File: src/slr_pkg.sv
// Package for the state line receiver: sizes, status codes, text constants
// and the character lookup functions shared by the top level and the matcher.
// Depends on nothing.
package slr_pkg;

    localparam int LINE_CAPACITY = 64;
    localparam int FILL_W = $clog2(LINE_CAPACITY + 1);
    localparam int ADDR_W = $clog2(LINE_CAPACITY);

    localparam logic [7:0] CH_NEWLINE = 8'd10;
    localparam logic [7:0] CH_RETURN = 8'd13;

    localparam logic [1:0] STATUS_VALID = 2'd0;
    localparam logic [1:0] STATUS_MALFORMED = 2'd1;
    localparam logic [1:0] STATUS_OVERSIZED = 2'd2;

    localparam int HEAD_LEN = 14;
    localparam int WORD_COUNT = 6;
    localparam int MAX_WORD = 17;

    localparam logic [8*HEAD_LEN-1:0] HEAD_TEXT = "PANEL 1 STATE ";

    localparam logic [8*MAX_WORD-1:0] WORD_TEXT [WORD_COUNT] = '{
        "starting", "ready", "hotspot_waiting", "hotspot_connected", "fault", "off"
    };

    localparam int WORD_LEN [WORD_COUNT] = '{8, 5, 15, 17, 5, 3};

    typedef struct packed {
        logic clear;
        logic step;
    } match_cmd_t;

    typedef struct packed {
        logic       matched;
        logic [2:0] code;
    } match_res_t;

    function automatic logic [7:0] head_char(input logic [ADDR_W-1:0] idx);
        int i;
        logic [7:0] ch;
        i = int'(idx);
        ch = 8'd0;
        if (i < HEAD_LEN)
        begin
            ch = HEAD_TEXT[8*(HEAD_LEN-1-i) +: 8];
        end
        return ch;
    endfunction

    function automatic logic [7:0] word_char(input int w, input int i);
        logic [7:0] ch;
        ch = 8'd0;
        if (i >= 0 && i < WORD_LEN[w])
        begin
            ch = WORD_TEXT[w][8*(WORD_LEN[w]-1-i) +: 8];
        end
        return ch;
    endfunction

    function automatic logic len_legal(input logic [FILL_W-1:0] len);
        logic ok;
        ok = 1'b0;
        for (int w = 0; w < WORD_COUNT; w++)
        begin
            if (int'(len) == HEAD_LEN + WORD_LEN[w])
            begin
                ok = 1'b1;
            end
        end
        return ok;
    endfunction

endpackage

File: src/slr_matcher.sv
// Per-word match tracker: one flag per state word, narrowed one stored
// character at a time while the line is read back. Depends on slr_pkg.
module slr_matcher (
    input  logic                     clk,
    input  slr_pkg::match_cmd_t      cmd,
    input  logic [slr_pkg::FILL_W-1:0] len,
    input  logic [slr_pkg::ADDR_W-1:0] pos,
    input  logic [7:0]               data,
    output slr_pkg::match_res_t      res
);
    import slr_pkg::*;

    logic [WORD_COUNT-1:0] flag_reg;
    logic [WORD_COUNT-1:0] flag_next;

    always_comb
    begin
        flag_next = flag_reg;
        if (cmd.clear)
        begin
            for (int w = 0; w < WORD_COUNT; w++)
            begin
                flag_next[w] = (int'(len) == HEAD_LEN + WORD_LEN[w]);
            end
        end
        else if (cmd.step)
        begin
            for (int w = 0; w < WORD_COUNT; w++)
            begin
                if (int'(pos) < HEAD_LEN)
                begin
                    flag_next[w] = flag_reg[w] & (data == head_char(pos));
                end
                else
                begin
                    flag_next[w] = flag_reg[w] &
                                   (data == word_char(w, int'(pos) - HEAD_LEN));
                end
            end
        end
    end

    always_ff @(posedge clk)
    begin
        flag_reg <= flag_next;
    end

    always_comb
    begin
        res.matched = |flag_reg;
        res.code = 3'd0;
        for (int w = WORD_COUNT - 1; w >= 0; w--)
        begin
            if (flag_reg[w])
            begin
                res.code = 3'(w);
            end
        end
    end

endmodule

File: src/state_line_receiver_unit.sv
// Top level of the state line receiver: line memory, control sequencer and
// output register. Depends on slr_pkg and slr_matcher.
//
// The input channel carries one received byte per word (rx_byte, in_valid,
// in_stall); the output channel carries one result word per newline
// (line_status, display_state, out_valid, out_stall).
// A byte other than newline is taken and written to the line memory unless
// the line is over capacity; it gives no result. A newline starts a check:
// a read of the last stored byte strips a carriage return, then, when the
// length fits a state word, the stored line is read back one byte per cycle
// through the single read port of the line memory. A newline that ends an
// oversized line skips the check and reports it as oversized. in_stall is
// high during the check. The result waits in an output register; a stalled
// result holds, and the next bytes are still taken meanwhile. A following
// newline waits at the end of its check until the output register is free.
// Reset clears the fill count, the discard flag and the output valid; the
// line memory is not cleared.
module state_line_receiver_unit (
    input  logic       clk,
    input  logic       rst_n,
    input  logic [7:0] rx_byte,
    input  logic       in_valid,
    output logic       in_stall,
    output logic [1:0] line_status,
    output logic [2:0] display_state,
    output logic       out_valid,
    input  logic       out_stall
);
    import slr_pkg::*;

    localparam logic [1:0] S_IDLE = 2'd0;
    localparam logic [1:0] S_LAST = 2'd1;
    localparam logic [1:0] S_CMP = 2'd2;
    localparam logic [1:0] S_DONE = 2'd3;

    logic [7:0] line_mem [LINE_CAPACITY];
    logic [7:0] rd_data_reg;
    logic [ADDR_W-1:0] rd_addr;
    logic       wr_en;

    logic [1:0] state_reg, state_next;
    logic [FILL_W-1:0] fill_count_reg, fill_count_next;
    logic       discarding_reg, discarding_next;
    logic [FILL_W-1:0] len_reg, len_next;
    logic [ADDR_W-1:0] cmp_pos_reg, cmp_pos_next;
    logic [1:0] done_status_reg, done_status_next;
    logic       done_cmp_reg, done_cmp_next;
    logic       out_valid_reg, out_valid_next;
    logic [1:0] line_status_reg, line_status_next;
    logic [2:0] display_state_reg, display_state_next;

    logic       accept;
    logic [FILL_W-1:0] fill_minus;
    logic [FILL_W-1:0] last_len;
    match_cmd_t cmd;
    match_res_t res;

    assign in_stall = (state_reg != S_IDLE);
    assign accept = in_valid & ~in_stall;
    assign fill_minus = fill_count_reg - FILL_W'(1);
    assign last_len = ((fill_count_reg != '0) && (rd_data_reg == CH_RETURN)) ?
                      fill_minus : fill_count_reg;

    always_comb
    begin
        state_next = state_reg;
        fill_count_next = fill_count_reg;
        discarding_next = discarding_reg;
        len_next = len_reg;
        cmp_pos_next = cmp_pos_reg;
        done_status_next = done_status_reg;
        done_cmp_next = done_cmp_reg;
        out_valid_next = out_valid_reg & out_stall;
        line_status_next = line_status_reg;
        display_state_next = display_state_reg;
        wr_en = 1'b0;
        rd_addr = fill_minus[ADDR_W-1:0];
        cmd = '0;
        case (state_reg)
            S_IDLE:
            begin
                if (accept)
                begin
                    if (rx_byte != CH_NEWLINE)
                    begin
                        if (!discarding_reg)
                        begin
                            if (int'(fill_count_reg) >= LINE_CAPACITY)
                            begin
                                fill_count_next = '0;
                                discarding_next = 1'b1;
                            end
                            else
                            begin
                                wr_en = 1'b1;
                                fill_count_next = fill_count_reg + FILL_W'(1);
                            end
                        end
                    end
                    else if (discarding_reg)
                    begin
                        discarding_next = 1'b0;
                        done_status_next = STATUS_OVERSIZED;
                        done_cmp_next = 1'b0;
                        state_next = S_DONE;
                    end
                    else
                    begin
                        state_next = S_LAST;
                    end
                end
            end
            S_LAST:
            begin
                rd_addr = '0;
                fill_count_next = '0;
                len_next = last_len;
                cmp_pos_next = '0;
                if (len_legal(last_len))
                begin
                    cmd.clear = 1'b1;
                    done_cmp_next = 1'b1;
                    state_next = S_CMP;
                end
                else
                begin
                    done_status_next = STATUS_MALFORMED;
                    done_cmp_next = 1'b0;
                    state_next = S_DONE;
                end
            end
            S_CMP:
            begin
                rd_addr = ADDR_W'(cmp_pos_reg + 1'b1);
                cmd.step = 1'b1;
                cmp_pos_next = ADDR_W'(cmp_pos_reg + 1'b1);
                if ({1'b0, cmp_pos_reg} == FILL_W'(len_reg - FILL_W'(1)))
                begin
                    state_next = S_DONE;
                end
            end
            S_DONE:
            begin
                if (!out_valid_reg || !out_stall)
                begin
                    out_valid_next = 1'b1;
                    if (done_cmp_reg && res.matched)
                    begin
                        line_status_next = STATUS_VALID;
                        display_state_next = res.code;
                    end
                    else
                    begin
                        line_status_next = done_cmp_reg ? STATUS_MALFORMED : done_status_reg;
                        display_state_next = 3'd0;
                    end
                    state_next = S_IDLE;
                end
            end
            default:
            begin
                state_next = S_IDLE;
            end
        endcase
    end

    always_ff @(posedge clk)
    begin
        if (wr_en)
        begin
            line_mem[fill_count_reg[ADDR_W-1:0]] <= rx_byte;
        end
        rd_data_reg <= line_mem[rd_addr];
    end

    always_ff @(posedge clk or negedge rst_n)
    begin
        if (!rst_n)
        begin
            state_reg <= S_IDLE;
            fill_count_reg <= '0;
            discarding_reg <= 1'b0;
            out_valid_reg <= 1'b0;
        end
        else
        begin
            state_reg <= state_next;
            fill_count_reg <= fill_count_next;
            discarding_reg <= discarding_next;
            out_valid_reg <= out_valid_next;
        end
    end

    always_ff @(posedge clk)
    begin
        len_reg <= len_next;
        cmp_pos_reg <= cmp_pos_next;
        done_status_reg <= done_status_next;
        done_cmp_reg <= done_cmp_next;
        line_status_reg <= line_status_next;
        display_state_reg <= display_state_next;
    end

    slr_matcher u_matcher (
        .clk  (clk),
        .cmd  (cmd),
        .len  (last_len),
        .pos  (cmp_pos_reg),
        .data (rd_data_reg),
        .res  (res)
    );

    assign out_valid = out_valid_reg;
    assign line_status = line_status_reg;
    assign display_state = display_state_reg;

    a_fill_bound: assert property (@(posedge clk) disable iff (!rst_n)
        int'(fill_count_reg) <= LINE_CAPACITY)
        else $error("fill count beyond line capacity");

    a_discard_empty: assert property (@(posedge clk) disable iff (!rst_n)
        discarding_reg |-> (fill_count_reg == '0))
        else $error("bytes stored while discarding");

    a_cmp_range: assert property (@(posedge clk) disable iff (!rst_n)
        (state_reg == S_CMP) |-> ({1'b0, cmp_pos_reg} < len_reg))
        else $error("compare position past line length");

    a_result_source: assert property (@(posedge clk) disable iff (!rst_n)
        $rose(out_valid_reg) |-> ($past(state_reg) == S_DONE))
        else $error("result raised outside the done step");

    a_state_only_valid: assert property (@(posedge clk) disable iff (!rst_n)
        (out_valid_reg && (display_state_reg != 3'd0)) |-> (line_status_reg == STATUS_VALID))
        else $error("state code on a non-valid line");

endmodule

File: config.mk
export PLATFORM = sky130hd
export DESIGN_NAME = state_line_receiver_unit
export DESIGN_NICKNAME = d
export VERILOG_FILES = /design/src/slr_pkg.sv /design/src/slr_matcher.sv /design/src/state_line_receiver_unit.sv
export SDC_FILE = /design/constraint.sdc
export NUM_CORES = 1
export LEC_CHECK = 0
export BUFFER_PORTS_ARGS = -buffer_cell sky130_fd_sc_hd__buf_4
export CORE_MARGIN = 2
export CORE_UTILIZATION = 45
export DETAILED_ROUTE_END_ITERATION = 16
export GPL_ROUTABILITY_DRIVEN = 0
export GPL_TIMING_DRIVEN = 0
export SKIP_CTS_REPAIR_TIMING = 1
export SYNTH_ARGS = -nofsm -noshare
export SYNTH_HDL_FRONTEND = slang
export SYNTH_SLANG_ARGS = --single-unit
File: constraint.sdc
create_clock -name clk -period 3.4 [get_ports clk]
set_input_delay 0.17 -clock clk [delete_from_list [all_inputs] [get_ports clk]]
set_output_delay 0.17 -clock clk [all_outputs]
set_load 0.02 [all_outputs]
==> qor.txt <==
Status = finished clean
First-pass GRT wire length = 89,800 µm
CTS buffer count = 56
Maximum fanout along the worst path = 10
Worst-Skew Late Latency = 630 ps
Crit path kind = reg -> reg
Sink Count = 558
Fmax = 0.298 GHz
Core region area = 55,000 µm²
HPWL Detailed = 39,000 µm
Syn_nets = 1,562
Seq/Total Area, Yosys = 0.665
Most common cell in the synthesized netlist = edfxtp_1
Ys flop type = edfxtp_1
Iter 0 DRT Violations = 1,524
# fillers = 4,425
Critical path arrival = 3830 ps
PortBufs = 18
Largest cells by area after synthesis = edfxtp_1 (65%), mux4_2 (12%), mux2i_1 (5.2%)
Post-synth EDFFs = 539
Max-slew violations = 0
Final Cycle Share = 0.988
TritonCTS clock tree = built
Post-route cell area = 29,100 µm²
Die width = 240 µm
Max reg flops = 512
GR Util All Layers = 0.213
R2R setup slack = 40 ps
Vias = 14.4k
Hold Fails Final Rpt = 0
Row count = 86
Top-area cell type share of the netlist area = 0.648
CTS Buffer Depth = 3
Final #Nets = 1,673
Synthesized area = 25,000 µm²
Fin Setup TNS = 0 ps
Final min period = 3360 ps
DRT antenna net count = 0
Avg Cell Area, Syn = 16.3 µm²
Area growth, synth to finish = 16.3%
Hold_ws = 96.0 ps
DR WL/cell = 25.3 µm
# diodes = 0
Placed cell area = 26,100 µm²
Max cap viols = 0
Pre-antenna DRT Iters = 5
Worst relative slew slack = 0.202
Worst R2R Start = cmp_pos_reg[0]
Clock skew = 33.3 ps
Initial antenna violation count = 0
Htree depth = 2
Die height = 240 µm
FFs w/ async S/R, synth = 0.0197
Post-DR vias/cell = 5.90
RSZ-0062 raised after global routing = true
GR Overflow Total = 0
Distinct cell type count of the synthesized netlist = 78
CP startpoint kind = flip-flop
Hold wc startpoint = rx_byte[6]
Initial core utilization = 0.455
Vias in the first global route = 14.1k
Final WL = 61,400 µm
Largest net degree at the start of global routing = 66
Seq cells post-synth = 558
Post-layout util = 0.529
Post-synth top cells = edfxtp_1 (539), mux2i_1 (130), mux4_2 (128), nor2_1 (108), nand2_1 (55)
Root buffer cell = clkbuf_16
Yosys top cell by area = edfxtp_1
Clk slew on worst S/H paths = 60 ps
Die ar. = 57,400 µm²
Post-route DRC = 0
Setup-failing EPs final = 0
Crit path from = cmp_pos_reg[0]
Worst min path class = in -> reg
# IOs = 19
Worst slew pin tran = 1200 ps
Post-Syn Instances = 1,529
CP required = 3870 ps
Layout cells sized above 1 = 0.270
Crit path capture type = flip-flop
Synthesis Warnings = 0
layout make-up:
cell class,count,area (µm²),area share
clock inverters,39,398,0.0137
plain buffers,94,671,0.0231
well taps,748,936,0.0322
inverters,26,108,0.00370
repair buffers,57,454,0.0156
flip-flops and latches,558,16600,0.572
clock buffers,62,1420,0.0490
multi-input cells,847,8450,0.291
through the flow:
| stage | cells | setup WS [ps] |
|---|---|---|
| floorplan | 1529 | -25.5 |
| global placement | 2295 | -1730 |
| detailed placement | 2295 | -1760 |
| CTS | 2396 | -1770 |
| global route | 2431 | -80.7 |
| finish | 2431 | 41.6 |
cell usage in the layout, fill, tap and decap left out, types with 30 or more instances in the layout:
cell / count
nor2_1: 59
buf_4: 58
o21ai_0: 32
mux2i_1: 111
nor2_2: 44
edfxtp_1: 539
mux4_2: 128
nand3_1: 31
a21oi_1: 31
nand2_1: 55
clkbuf_16: 56
clkbuf_1: 30
per-layer routing:
metal,up-vias,track usage,wire length (µm)
met4,0,0.0737,1840
met1,7361,0.303,26500
li1,6350,-,-
met3,126,0.0289,3480
met2,517,0.341,29600
met5,-,0,0
final timing paths:
kind                                           to  cells after the start
min in group asynchronous               out_valid                      3
worst min-delay path               line_mem[0][6]                      1
worst max-delay path               rd_data_reg[2]                     13
worst min register to register     line_status[1]                      1
max in group asynchronous       fill_count_reg[3]                      3
worst max register to register     rd_data_reg[2]                     13
critical path, cell delays in order (launching register included):
cell	delay, ps
edfxtp_1	430
buf_6	190
clkinvlp_4	160
ha_4	310
nor2b_2	130
nand2_1	100
o21ai_4	120
buf_8	200
buf_6	200
mux4_2	530
mux2i_1	250
mux2i_1	130
mux2i_1	330
mux2i_1	120
cell families (layout without fill, tap and decap cells):
logic type	after synthesis	after routing	synth area share
buffers and inverters	124	278	0.0200
muxes	263	263	0.170
xor gates and xnor gates	43	43	0.0168
adders and majority gates	21	21	0.0105
AOI/OAI and AO/OA	192	192	0.0520
DFF	558	558	0.665
and+or+nand+nor	328	328	0.0660
Power is not shown: default switching activity piles up to over one toggle a cycle in this logic, so the estimate is an artifact.
